File: src/rtl/mmhf_pkg.sv
package mmhf_pkg;

  localparam int MAX_WIDTH_DEF = 1024;

  localparam int CFG_W_W    = 11;
  localparam int CFG_H_W    = 12;
  localparam int CFG_IDX_W  = 2;
  localparam int CFG_DATA_W = 12;
  localparam int ROW_W      = CFG_H_W;
  localparam int CH_W       = 8;
  localparam int PIX_W      = 4 * CH_W;
  localparam int NUM_CH     = 3;
  localparam int WIN_N      = 9;
  localparam int WIN_CENTER = 4;
  localparam int SUM_W      = 12;
  localparam int CNT_W      = 4;

  localparam int MIN_DIM   = 3;
  localparam int MIN_NEIGH = 3;

  localparam logic [CFG_W_W-1:0] WIDTH_RESET  = CFG_W_W'(256);
  localparam logic [CFG_H_W-1:0] HEIGHT_RESET = CFG_H_W'(256);
  localparam logic [CH_W-1:0]    ALPHA_OPAQUE = 8'hFF;

  typedef enum logic [CFG_IDX_W-1:0] {
    REG_FRAME_WIDTH  = 2'd0,
    REG_FRAME_HEIGHT = 2'd1
  } cfg_reg_e;

  typedef struct packed {
    logic capture;
    logic norm;
    logic look;
    logic shift;
    logic take_line;
    logic pend_inc;
    logic sum;
    logic div_start;
    logic take_center;
    logic take_quot;
    logic emit;
    logic pend_dec;
  } cmd_t;

  typedef struct packed {
    logic drain;
    logic pend_zero;
    logic pend_full;
    logic fill;
    logic div_busy;
    logic out_free;
  } stat_t;

endpackage

File: src/rtl/mmhf_ctrl.sv
module mmhf_ctrl (
  input  logic            clk_i,
  input  logic            rst_ni,
  input  logic            in_valid_i,
  output logic            in_ready_o,
  input  mmhf_pkg::stat_t stat_i,
  output mmhf_pkg::cmd_t  cmd_o
);

  typedef enum logic [7:0] {
    S_IDLE   = 8'b0000_0001,
    S_NORM   = 8'b0000_0010,
    S_LOOK   = 8'b0000_0100,
    S_UPDATE = 8'b0000_1000,
    S_SUM    = 8'b0001_0000,
    S_CHK    = 8'b0010_0000,
    S_DIV    = 8'b0100_0000,
    S_EMIT   = 8'b1000_0000
  } state_e;

  state_e state_q, state_d;

  always_comb begin
    state_d    = state_q;
    cmd_o      = '0;
    in_ready_o = 1'b0;
    unique case (state_q)
      S_IDLE: begin
        in_ready_o = 1'b1;
        if (in_valid_i) begin
          cmd_o.capture = 1'b1;
          state_d       = S_NORM;
        end
      end
      S_NORM: begin
        cmd_o.norm = 1'b1;
        state_d    = S_LOOK;
      end
      S_LOOK: begin
        if (stat_i.drain && stat_i.pend_zero) begin
          state_d = S_IDLE;
        end else begin
          cmd_o.look = 1'b1;
          state_d    = S_UPDATE;
        end
      end
      S_UPDATE: begin
        if (stat_i.drain) begin
          cmd_o.take_line = 1'b1;
          state_d         = S_EMIT;
        end else begin
          cmd_o.shift = 1'b1;
          if (stat_i.pend_full) begin
            state_d = S_SUM;
          end else begin
            cmd_o.pend_inc = 1'b1;
            state_d        = S_IDLE;
          end
        end
      end
      S_SUM: begin
        cmd_o.sum = 1'b1;
        state_d   = S_CHK;
      end
      S_CHK: begin
        if (stat_i.fill) begin
          cmd_o.div_start = 1'b1;
          state_d         = S_DIV;
        end else begin
          cmd_o.take_center = 1'b1;
          state_d           = S_EMIT;
        end
      end
      S_DIV: begin
        if (!stat_i.div_busy) begin
          cmd_o.take_quot = 1'b1;
          state_d         = S_EMIT;
        end
      end
      S_EMIT: begin
        if (stat_i.out_free) begin
          cmd_o.emit     = 1'b1;
          cmd_o.pend_dec = stat_i.drain;
          state_d        = S_IDLE;
        end
      end
      default: begin
        state_d = S_IDLE;
      end
    endcase
  end

  always_ff @(posedge clk_i or negedge rst_ni) begin
    if (!rst_ni) begin
      state_q <= S_IDLE;
    end else begin
      state_q <= state_d;
    end
  end

endmodule

File: config.mk
export PLATFORM = sky130hd
export DESIGN_NAME = mmhf_ctrl
export DESIGN_NICKNAME = d
export VERILOG_FILES = /design/src/rtl/mmhf_pkg.sv /design/src/rtl/mmhf_ctrl.sv
export SDC_FILE = /design/constraint.sdc
export NUM_CORES = 1
export LEC_CHECK = 0
export CELL_PAD_IN_SITES_DETAIL_PLACEMENT = 0
export CELL_PAD_IN_SITES_GLOBAL_PLACEMENT = 2
export CORE_MARGIN = 3
export CORE_UTILIZATION = 33
export DETAILED_ROUTE_END_ITERATION = 8
export DONT_BUFFER_PORTS = 1
export GPL_ROUTABILITY_DRIVEN = 0
export PLACE_DENSITY_LB_ADDON = 0.05
export SYNTH_ARGS = -nofsm -noshare
export SYNTH_HDL_FRONTEND = slang
export SYNTH_SLANG_ARGS = --single-unit
export TNS_END_PERCENT = 50
File: constraint.sdc
create_clock -name clk_i -period 2.01 [get_ports clk_i]
set_input_delay 0 -clock clk_i [delete_from_list [all_inputs] [get_ports clk_i]]
set_output_delay 0 -clock clk_i [all_outputs]
set_load 0.05 [all_outputs]
* Yosys cells after proc, flatten, opt, wreduce, memory -nomap -nowiden
Index checks and enable logic that the tools add are counted.
** Storage, ports and cells
- Flip-flop bits (word level) :: 8
- Latch bits :: 0
- RAM bits :: 0
- Memory bits (read-only) :: 0
- Output and inout port bits :: 13
- Logic and storage cells :: 41
- Memories :: 0
** Cells by class
- $add $sub $neg :: 0
- Multipliers :: 0
- Div/mod/pow operators :: 0
- Order comparisons :: 0
- Eq/ne operators :: 11
- Shift operators :: 0
- Muxes and demuxes :: 27
- Bitwise gates (word level) :: 0
- Reductions and logical operators :: 2
** Operators by type and width (number)
- 8-bit case mux with 8 select lines :: 1
- 8-bit two-way mux :: 5
- 1-bit two-way mux :: 15
- 8-bit by 1-bit equality test with 1-bit output, second input constant :: 1
- 8-bit by 2-bit equality test with 1-bit output, second input constant :: 1
- 8-bit by 3-bit equality test with 1-bit output, second input constant :: 1
- 8-bit by 4-bit equality test with 1-bit output, second input constant :: 1
- 8-bit by 5-bit equality test with 1-bit output, second input constant :: 1
- 8-bit by 6-bit equality test with 1-bit output, second input constant :: 1
- 8-bit by 7-bit equality test with 1-bit output, second input constant :: 1
- 8-bit equality test, second input constant :: 1
- 2-bit two-way mux :: 3
- 2-bit inequality test, second input constant :: 3
- 5-bit two-way mux :: 1
- 4-bit two-way mux :: 1
- 3-bit two-way mux :: 1
- 3-bit AND reduction :: 1
- 1-bit logical AND :: 1

* Logic depth before layout (Yosys ltp)
Gate-level depths: netlist (run 1).
- Word-level depth :: 3
- Depth in mapped cells :: 4

* Least setup slack after synthesis (run 1)
Ideal clock, no wire load.
- Path type :: register -> register
- Start point :: register state_q[1]
- End point :: register state_q[7]
- Data arrival time :: 2843 ps
- Required time :: 1927 ps
- Slack :: -916 ps
- Cell stages (with the launch flop) :: 5
- Path buffers :: 0
- Clock period less this slack :: 2926 ps
- Cells stage by stage :: dfrtp_1 -> or4_4 -> nor4_1 -> nor4bb_1 -> a21oi_1
** Between the ends
- Word-level cells in the longest chain between the ends :: 3
** RTL lines
- start: declaration :: line mmhf_ctrl.sv:21 : state_e state_q, state_d;
- start signal: assignment :: line mmhf_ctrl.sv:97 : state_q <= state_d;
- 8-bit by 7-bit equality test with 1-bit output (tied with other cells) :: line mmhf_ctrl.sv:27 : unique case (state_q)
- 2-bit inequality test (no line)
- 3-bit AND reduction (no line)
Parallel ways exist; a longest one is shown, timed or not.
A chain may end at the register's enable or synchronous reset.

==> run_results.csv, run 1 <==
group,metric,value,unit
detailed_routing,drt_iter0_markers,11,
clock_network,htree_levels,1,
worst_hold_path,min_path_type,"in2reg",
floorplanning,die_area,0.00233,mm^2
final_layout,seq_area,201,um^2
timing,final_max_slew_viol_count,0,
timing,fin_ws,0.0829,ns
pwr,peakVddDrop,0.000976,V
timing,fin_crit_sh,95.9,%
floorplanning,initial_core_util,37.0,%
run,maxCapViolations,0,
detailed_routing,vias,606,
synthesis,netlist_area,591,um^2
critical_path,end_kind,"output port",
synthesis,ys_warn_count,0,
final_layout,multiInputGateArea,433,um^2
pwr,p_per_area,1010,mW/mm^2
place,dp_cells,104,
critical_path,cp_max_fo,7,
critical_path,max_stage_delay,0.74,ns
floorplanning,ios,22,
clock_network,cts_tree,"yes",
synthesis,avgSynthCellArea,8.95,um^2
pwr,p_clk_share,15.3,%
final_layout,largest_register,"state_q",
critical_path,crit_family,"simple AND/OR/NAND/NOR gates",
timing,max_slew_margin,73.8,%
final_layout,area_growth,54.9,%
detailed_routing,ant_nets,0,
pwr,power_frac_comb,58.6,%
synthesis,synth_fp_nets,75,
timing,finalHoldViolCount,0,
place,dp_slack,0.208,ns
timing,period_minus_slack,1.93,ns
synthesis,ys_types,31,
critical_path,crit_path_start_kind,"flip-flop",
timing,setup_tns,0,ns
final_layout,fin_cells,116,
floorplanning,dieHeight,48.3,um
pwr,power_frac_seq,26.1,%
clock_network,cts.sinks,8,
timing,setup_viol,0,
place,port_buffers,0,
pwr,internal-power,0.506,mW
pwr,p_total,0.923,mW
final_layout,postLayoutCellArea,915,um^2
final_layout,largest_reg_flops,8,
critical_path,cp_num_buf_inv,2,
timing,rsz0062_at_grt,"yes",
clock_network,cts_setup_buffers,0,
clock_network,cts-root-buf,"clkbuf_4",
clock_network,insertion_delay,0.27,ns
grt,grtUsageTotal,15.3,%
clock_network,clockBufferDepth,2,
grt,grt_overflow,0,
floorplanning,core,0.00159,mm^2
timing,max_freq,0.519,GHz
critical_path,crit_slowest_cell,"or4b_2",
synthesis,synth-seq-cells,8,
pwr,leakagePower,0.404,nW
final_layout,diodes,0,
critical_path,critical_path_arrival,1.93,ns
final_layout,reg_top3,"state_q (8)",
synthesis,yosysSeqAreaShare,34.1,%
clock_network,numCtsBuffers,3,
critical_path,required,2.01,ns
clock_network,clkTransAtPathRegs,0.07,ns
floorplanning,die_w,48.3,um
critical_path,cp_cell_sequence,"buf_4, or4b_2, nor3_2, buf_6",
grt,grt_antenna_before_repair,0,
place,dp_hpwl,1230,um
pwr,switching_power,0.417,mW
detailed_routing,drt-total-wl,1600,um
timing,finClkSkew,0.0150,ns
final_layout,drive_gt1_share,38.0,%
floorplanning,row_count,14,
grt,grt_max_degree,9,
grt,grt_pass1_vias,621,
grt,grt_pass1_wl,2810,um
critical_path,path_class,"reg2out",
detailed_routing,via_per_inst,5.22,
final_layout,nNetsFinal,102,
synthesis,synthCells,66,
detailed_routing,first_pass_iters,4,
detailed_routing,drc,0,
detailed_routing,wl_per_cell,13.8,um
final_layout,filler_cell_count,153,
run_status,outcome,"finished, final reports clean",
pwr,swShare,45.2,%
timing,worst_slew_pin_slew,0.391,ns
place,placed_cell_area,786,um^2
## worst reg2reg max path, delay by kind of cell, from the launching register on
kind,cells,cell delay [ns]
AND/OR/NAND/NOR,3,1.20
AO/OA/AOI/OAI,1,0.11
flip-flops,1,0.46
## power groups by stage
stage	Sequential [mW]	Combinational [mW]	Clock, mW
floorplan	0.234	0.351	0
global placement	0.237	0.509	0
detailed placement	0.238	0.513	0
CTS	0.235	0.528	0.147
global route	0.247	0.583	0.155
finish	0.241	0.540	0.141
## layer usage
metal	GRT usage [%]	routed length, um
met4	2.84	9
met1	19.5	754
met3	6.13	102
met5	0	0
met2	24.8	733
## metrics by stage
step                      util, %  hold slack [ns]
after floorplan                 -           -0.296
after CTS                    56.0          0.00232
after global routing         57.4           0.0369
after global placement       49.3           -0.295
final                        57.4         0.000938
after detailed placement     49.3           -0.295
## logic make-up after synthesis
kind of cell              Yosys count  share of synthesized area, %
AOI/OAI and AO/OA                   7                          9.32
buffers and inverters               4                          3.18
and+or+nand+nor                    45                          50.4
xor gates and xnor gates            2                          2.97
DFF                                 8                          34.1
## synth_stat cells
| master | count | area, um^2 |
|---|---|---|
| or4_2 | 1 | 8.76 |
| and2b_2 | 1 | 8.76 |
| and4b_2 | 3 | 33.8 |
| nor4_1 | 4 | 25.0 |
| inv_1 | 3 | 11.3 |
| or4_4 | 2 | 22.5 |
| buf_4 | 1 | 7.51 |
| nand3_1 | 4 | 20.0 |
| a2111o_1 | 1 | 11.3 |
| or2_2 | 1 | 6.26 |
| nand2_1 | 3 | 11.3 |
| dfstp_2 | 1 | 26.3 |
| o32ai_1 | 1 | 8.76 |
| nor2_1 | 7 | 26.3 |
| a2bb2oi_1 | 1 | 8.76 |
| nor3b_1 | 2 | 15.0 |
| nand2b_1 | 2 | 12.5 |
| a32oi_1 | 1 | 8.76 |
| nor4bb_1 | 1 | 10.0 |
| or2b_1 | 1 | 7.51 |
| nand3b_1 | 1 | 7.51 |
| nand4_1 | 1 | 6.26 |
| xor2_1 | 2 | 17.5 |
| and2_1 | 4 | 25.0 |
| dfrtp_1 | 7 | 175 |
| nor3_1 | 3 | 15.0 |
| and4b_1 | 2 | 20.0 |
| o21bai_1 | 1 | 7.51 |
| and3_1 | 1 | 6.26 |
| or4b_2 | 1 | 10.0 |
| a21oi_1 | 2 | 10.0 |
## timing repair
item | in CTS | in global routing
gates resized for setup | 0 | 4
endpoints found under the setup margin | 0 | 7
hold endpoints to repair | 13 | 0
hold buffers | 8 | 0
## area by class of cell
class / count / share of cell area (%)
sequential: 8 / 22.0
multi-input combinational: 54 / 47.3
tap: 24 / 3.28
clock buffer: 4 / 2.87
inverter: 3 / 1.23
timing repair buffer: 23 / 23.3
## path summary, 6_finish.rpt
check / startpoint / to / slack, ns / cells after the start
worst max-delay path: state_q[1] / cmd_o[4] / 0.08 / 4
worst min register to register: state_q[0] / state_q[2] / 0.70 / 1
worst max register to register: state_q[4] / state_q[7] / 0.19 / 4
min in group asynchronous: rst_ni / state_q[2] / 0.08 / 1
worst min-delay path: in_valid_i / state_q[0] / 0.0009 / 3
max in group asynchronous: rst_ni / state_q[0] / 1.59 / 1
## cells in the final DEF, fill, tap and decap left out, drive strengths merged, types with 2 or more instances in the layout
| cell | instances |
|---|---|
| and4b | 5 |
| nand2 | 3 |
| inv | 3 |
| nand2b | 2 |
| nor3 | 3 |
| buf | 15 |
| nand3 | 4 |
| a21oi | 2 |
| nor2 | 7 |
| nor4 | 4 |
| and2 | 4 |
| dlygate4sd3 | 8 |
| xor2 | 2 |
| dfrtp | 7 |
| clkbuf | 4 |
| or4 | 3 |
| nor3b | 2 |
No activity file was read; power rests on OpenSTA's default activity.
==> run 2: changes to the inputs <==
--- a/config.mk
+++ b/config.mk
@@ -13,5 +13,7 @@
 export DONT_BUFFER_PORTS = 1
 export GPL_ROUTABILITY_DRIVEN = 0
+export MAX_ROUTING_LAYER = met4
 export PLACE_DENSITY_LB_ADDON = 0.05
+export SKIP_LAST_GASP = 1
 export SYNTH_ARGS = -nofsm -noshare
 export SYNTH_HDL_FRONTEND = slang
==> constraint.sdc (replaced) <==
create_clock -name clk_i -period 2.01 [get_ports clk_i]
set_input_delay 0 -clock clk_i [delete_from_list [all_inputs] [get_ports clk_i]]
set_output_delay 0 -clock clk_i [all_outputs]
set_load 0.02 [all_outputs]
==> run 2 against run 1 <==
Fmax down 0.26%. Wire length decreased by 0.50%. Via count down 1.5%. Worst hold slack better by 0.0010 ns. Clock power decreased by 3%. Largest power group unchanged. Critical endpoint unchanged. Count of clock-buffer cells in the layout stayed put. Combinational power down 26%. Setup slack worse by 0.0051 ns. Sequential power hardly changed. Sequential share of layout area up 2.9 points. Critical path depth stayed put. Power decreased by 16%.
==> run_results.csv, run 2 (same netlist as run 1, synthesis figures left out) <==
group,metric,value,unit
final_layout,mostFrequentLayoutCell,"buf_4",
final_layout,area_growth,37.1,%
place,dp_hpwl,1170,um
clock_network,cts-root-buf,"clkbuf_4",
clock_network,clockBufferDepth,2,
timing,max_freq,0.518,GHz
detailed_routing,drc,0,
critical_path,path_class,"reg2out",
floorplanning,dieHeight,48.3,um
grt,use_met1,19.0,%
timing,finClkSkew,0.0120,ns
pwr,p_clk_share,17.6,%
run,maxCapViolations,0,
timing,fin_hold_ws,0.00193,ns
timing,max_slew_margin,73.4,%
floorplanning,row_count,14,
critical_path,required,2.01,ns
grt,use_met2,22.9,%
grt,grt_antenna_before_repair,0,
timing,worst_slew_pin_slew,0.398,ns
pwr,power_frac_comb,51.5,%
grt,grt_max_degree,9,
critical_path,critical_path_arrival,1.93,ns
grt,gr-usage-met3,6.44,%
detailed_routing,first_pass_iters,4,
timing,final_max_slew_viol_count,0,
critical_path,end_kind,"output port",
run_status,outcome,"finished, final reports clean",
pwr,switching_power,0.315,mW
timing,finalHoldViolCount,0,
detailed_routing,ant_nets,0,
detailed_routing,drt-total-wl,1590,um
grt,grt_overflow,0,
floorplanning,initial_core_util,37.0,%
grt,grt_pass1_wl,2680,um
final_layout,nNetsFinal,97,
floorplanning,die_w,48.3,um
final_layout,final_util,50.8,%
place,port_buffers,0,
final_layout,layout_common_cells,"11 x buf_4, 7 x nor2_1, 7 x dlygate4sd3_1, 7 x dfrtp_1",
timing,period_minus_slack,1.93,ns
pwr,peakVddDrop,0.000817,V
timing,setup_viol,0,
clock_network,clkTransAtPathRegs,0.06,ns
grt,grt_pass1_vias,592,
floorplanning,core,0.00159,mm^2
final_layout,diodes,0,
grt,grtUsageTotal,14.7,%
final_layout,drive_gt1_share,31.0,%
final_layout,reg_top3,"state_q (8)",
pwr,power_frac_seq,30.9,%
timing,fin_crit_sh,96.1,%
clock_network,cts_tree,"yes",
final_layout,largest_reg_flops,8,
worst_hold_path,min_path_type,"in2reg",
detailed_routing,via_per_inst,5.38,
floorplanning,ios,22,
clock_network,cts.sinks,8,
grt,grt-busiest-layer,"met2",
pwr,p_per_area,960,mW/mm^2
timing,rsz0062_at_grt,"yes",
clock_network,insertion_delay,0.26,ns
detailed_routing,drt_iter0_markers,9,
clock_network,htree_levels,1,
pwr,internal-power,0.462,mW
pwr,swShare,40.5,%
final_layout,largest_register,"state_q",
critical_path,cp_max_fo,7,
floorplanning,die_area,0.00233,mm^2
clock_network,numCtsBuffers,3,
pwr,leakagePower,0.368,nW
detailed_routing,wl_per_cell,14.3,um
critical_path,crit_path_start_kind,"flip-flop",
final_layout,filler_cell_count,169,
detailed_routing,vias,597,
==> run 2: layout make-up <==
class	count	area (um^2)	share of cell area (%)
Multi-Input combinational cell	54	388	47.9
Sequential cell	8	201	24.9
Timing Repair Buffer	18	153	18.9
Tap cell	24	30.0	3.71
Clock buffer	4	26.3	3.25
Inverter	3	11.3	1.39
==> run 2: metal layers <==
metal	wire (um)	vias up
met2	704	25
met4	0	0
met1	757	276
li1	-	296
met5	0	-
met3	130	0
==> run 2: power groups by stage <==
stage | clock (mW) | sequential, mW | combinational [mW]
floorplan | 0 | 0.234 | 0.262
global placement | 0 | 0.236 | 0.383
detailed placement | 0 | 0.237 | 0.378
CTS | 0.142 | 0.235 | 0.395
global route | 0.150 | 0.243 | 0.437
finish | 0.137 | 0.240 | 0.400
==> run 2: final timing paths <==
check / cells after the start / slack [ns] / startpoint / to
setup / recovery: 4 / 0.08 / state_q[1] / cmd_o[4]
hold / removal: 3 / 0.002 / stat_i[2] / state_q[6]
setup reg to reg: 4 / 0.22 / state_q[1] / state_q[7]
hold reg to reg: 1 / 0.70 / state_q[0] / state_q[2]
max in group asynchronous: 1 / 1.59 / rst_ni / state_q[0]
min in group asynchronous: 1 / 0.09 / rst_ni / state_q[7]
==> run 2: metrics by stage <==
stage                     setup WS (ns)  setup TNS (ns)  instance area [um^2]  total power [mW]  std cells
after floorplan                  0.0192               0                   597             0.495         66
after global placement            0.251               0                   702             0.619        100
after detailed placement          0.235               0                   702             0.615        100
after CTS                        0.0492               0                   798             0.772        111
after global routing            -0.0421         -0.0421                   810             0.830        111
final                            0.0779               0                   810             0.777        111
==> run 2: critical path, stage by stage, from the launching register on <==
cell	delay [ns]
dfrtp_1	0.39
buf_4	0.17
or4b_2	0.70
nor3_1	0.23
buf_4	0.19
==> run 2: repair_timing <==
item | CTS | global route
buffers inserted | 0 | 0
gates resized for setup | 0 | 2
hold buffers | 7 | 0
endpoints found under the setup margin | 0 | 5
endpoints found under the hold margin | 13 | 0
==> run 3: changes to the inputs <==
Settings changed: CELL_PAD_IN_SITES_DETAIL_PLACEMENT 0 to 1, CELL_PAD_IN_SITES_GLOBAL_PLACEMENT 2 to 1, CORE_UTILIZATION 33 to 42.
==> run 3 against run 2 <==
The run now ends with hold timing left. Via count up 3.0%. Fmax fell by 0.71%. Clock skew rose by 0.0080 ns. Combinational power grew 4%. Worst hold slack worse by 0.0023 ns. Critical path depth unchanged. Wire length grew 8.8%. Count of clock-buffer cells in the layout stayed put. Power up 2.3%. Flip-flop and latch count is the same. Sequential share of layout area rose by 0.63 points. Register-to-register slack worse by 0.04 ns.
==> run_results.csv, run 3 (same netlist as run 1, synthesis figures left out) <==
group,metric,value,unit
final_layout,postLayoutCellArea,790,um^2
final_layout,drive_gt1_share,30.2,%
detailed_routing,drt_iter0_markers,5,
place,placed_cell_area,682,um^2
grt,grt_pass1_wl,2850,um
grt,grt_antenna_before_repair,0,
pwr,swShare,41.9,%
clock_network,cts_tree,"yes",
floorplanning,ios,22,
detailed_routing,vias,615,
timing,period_minus_slack,1.95,ns
timing,max_slew_margin,74.2,%
critical_path,required,2.01,ns
pwr,internal-power,0.463,mW
final_layout,layout_common_cells,"10 x buf_4, 7 x nor2_1, 7 x dlygate4sd3_1, 7 x dfrtp_1",
run,maxCapViolations,0,
detailed_routing,via_per_inst,6.15,
worst_hold_path,min_path_type,"in2reg",
timing,finalHoldViolCount,1,
final_layout,largest_reg_flops,8,
floorplanning,row_count,12,
grt,grt_overflow,0,
place,dp_hpwl,1240,um
final_layout,filler_cell_count,146,
clock_network,cts.sinks,8,
critical_path,r2r-start,"state_q[4]",
critical_path,r2r_slack,0.18,ns
worst_hold_path,hp-start,"stat_i[2]",
pwr,power_frac_seq,29.9,%
critical_path,rr_endpoint,"state_q[7]",
critical_path,cp_max_fo,7,
detailed_routing,drc,0,
clock_network,clkTransAtPathRegs,0.07,ns
worst_hold_path,holdPathEnd,"state_q[6]",
critical_path,worstRegToRegCells,4,
pwr,switching_power,0.333,mW
grt,grt_max_degree,9,
floorplanning,die_area,0.00189,mm^2
detailed_routing,drt-total-wl,1730,um
final_layout,area_growth,33.7,%
floorplanning,die_w,43.5,um
timing,rsz0062_at_grt,"yes",
detailed_routing,wl_per_cell,17.3,um
timing,worst_slew_pin_slew,0.385,ns
grt,grtUsageTotal,20.9,%
grt,grt_pass1_vias,627,
clock_network,insertion_delay,0.27,ns
final_layout,largest_register,"state_q",
critical_path,path_class,"reg2out",
run_status,outcome,"finished, violations left",
timing,setup_tns,0,ns
floorplanning,core,0.00122,mm^2
worst_hold_path,min_path_cells,3,
place,dp_slack,0.215,ns
floorplanning,initial_core_util,48.6,%
critical_path,critical_path_arrival,1.95,ns
pwr,p_per_area,1010,mW/mm^2
detailed_routing,ant_nets,0,
timing,fin_crit_sh,96.8,%
pwr,leakagePower,0.363,nW
final_layout,reg_top3,"state_q (8)",
clock_network,htree_levels,1,
clock_network,clockBufferDepth,2,
floorplanning,dieHeight,43.5,um
timing,setup_viol,0,
pwr,power_frac_comb,52.3,%
clock_network,cts-root-buf,"clkbuf_4",
timing,max_freq,0.514,GHz
pwr,peakVddDrop,0.000577,V
place,port_buffers,0,
clock_network,cts_setup_buffers,0,
timing,fin_hold_ws,-0.000382,ns
critical_path,end_kind,"output port",
run_status,violations,"hold timing",
detailed_routing,first_pass_iters,4,
timing,finClkSkew,0.0200,ns
timing,fin_ws,0.0640,ns
clock_network,numCtsBuffers,3,
final_layout,diodes,0,
final_layout,mostFrequentLayoutCell,"buf_4",
critical_path,crit_path_start_kind,"flip-flop",
pwr,p_clk_share,17.8,%
final_layout,nNetsFinal,96,
timing,final_max_slew_viol_count,0,
run 3: changes by cell type in the layout (fill, tap and decap cells not counted):
| cell | delta |
|---|---|
| buf_4 | -1 |
run 3: timing repair:
item | CTS | global route
hold buffers | 7 | 0
endpoints found under the hold margin | 13 | 0
gates resized for setup | 0 | 2
endpoints found under the setup margin | 0 | 6
run 3: cell type report:
class / count / area [um^2] / area share (%)
clock buffer: 4 / 26.3 / 3.33
timing repair buffer: 17 / 145 / 18.4
multi-input combinational: 54 / 388 / 49.1
sequential: 8 / 201 / 25.5
tap: 14 / 17.5 / 2.22
inverter: 3 / 11.3 / 1.43
run 3: power groups by stage:
stage	logic [mW]	clock network, mW	registers, mW
after floorplan	0.262	0	0.234
after global placement	0.372	0	0.235
after detailed placement	0.383	0	0.237
after CTS	0.399	0.141	0.234
after global routing	0.448	0.155	0.241
final	0.416	0.142	0.238
run 3: per-layer routing:
metal | track usage, % | routed length [um]
met5 | - | 0
met3 | 6.22 | 95
met1 | 23.9 | 741
met4 | 1.81 | 14
met2 | 37.2 | 881
run 3: how the worst max path moves through the flow:
stage                     startpoint         end
after floorplan           state_q[6]  state_q[7]
after global placement    state_q[4]  state_q[7]
after detailed placement  state_q[4]  state_q[7]
after CTS                 state_q[1]    cmd_o[3]
after global routing      state_q[1]    cmd_o[4]
final                     state_q[1]    cmd_o[4]
run 3: worst max-delay path: stages, from the launching register on:
cell and delay, ns:
dfrtp_1 0.38, buf_4 0.16, or4b_2 0.71, nor3_1 0.23, buf_4 0.19
run 3: per-stage QoR:
step           cells  hold slack, ns  utilization (%)  power [mW]
6_report         100       -0.000382             64.9       0.796
3_5_place_dp      89          -0.295             56.1       0.620
2_1_floorplan     66          -0.296                -       0.495
3_3_place_gp      89          -0.295             56.1       0.607
4_1_cts          100         0.00527             64.0       0.773
5_1_grt          100          0.0298             64.9       0.844
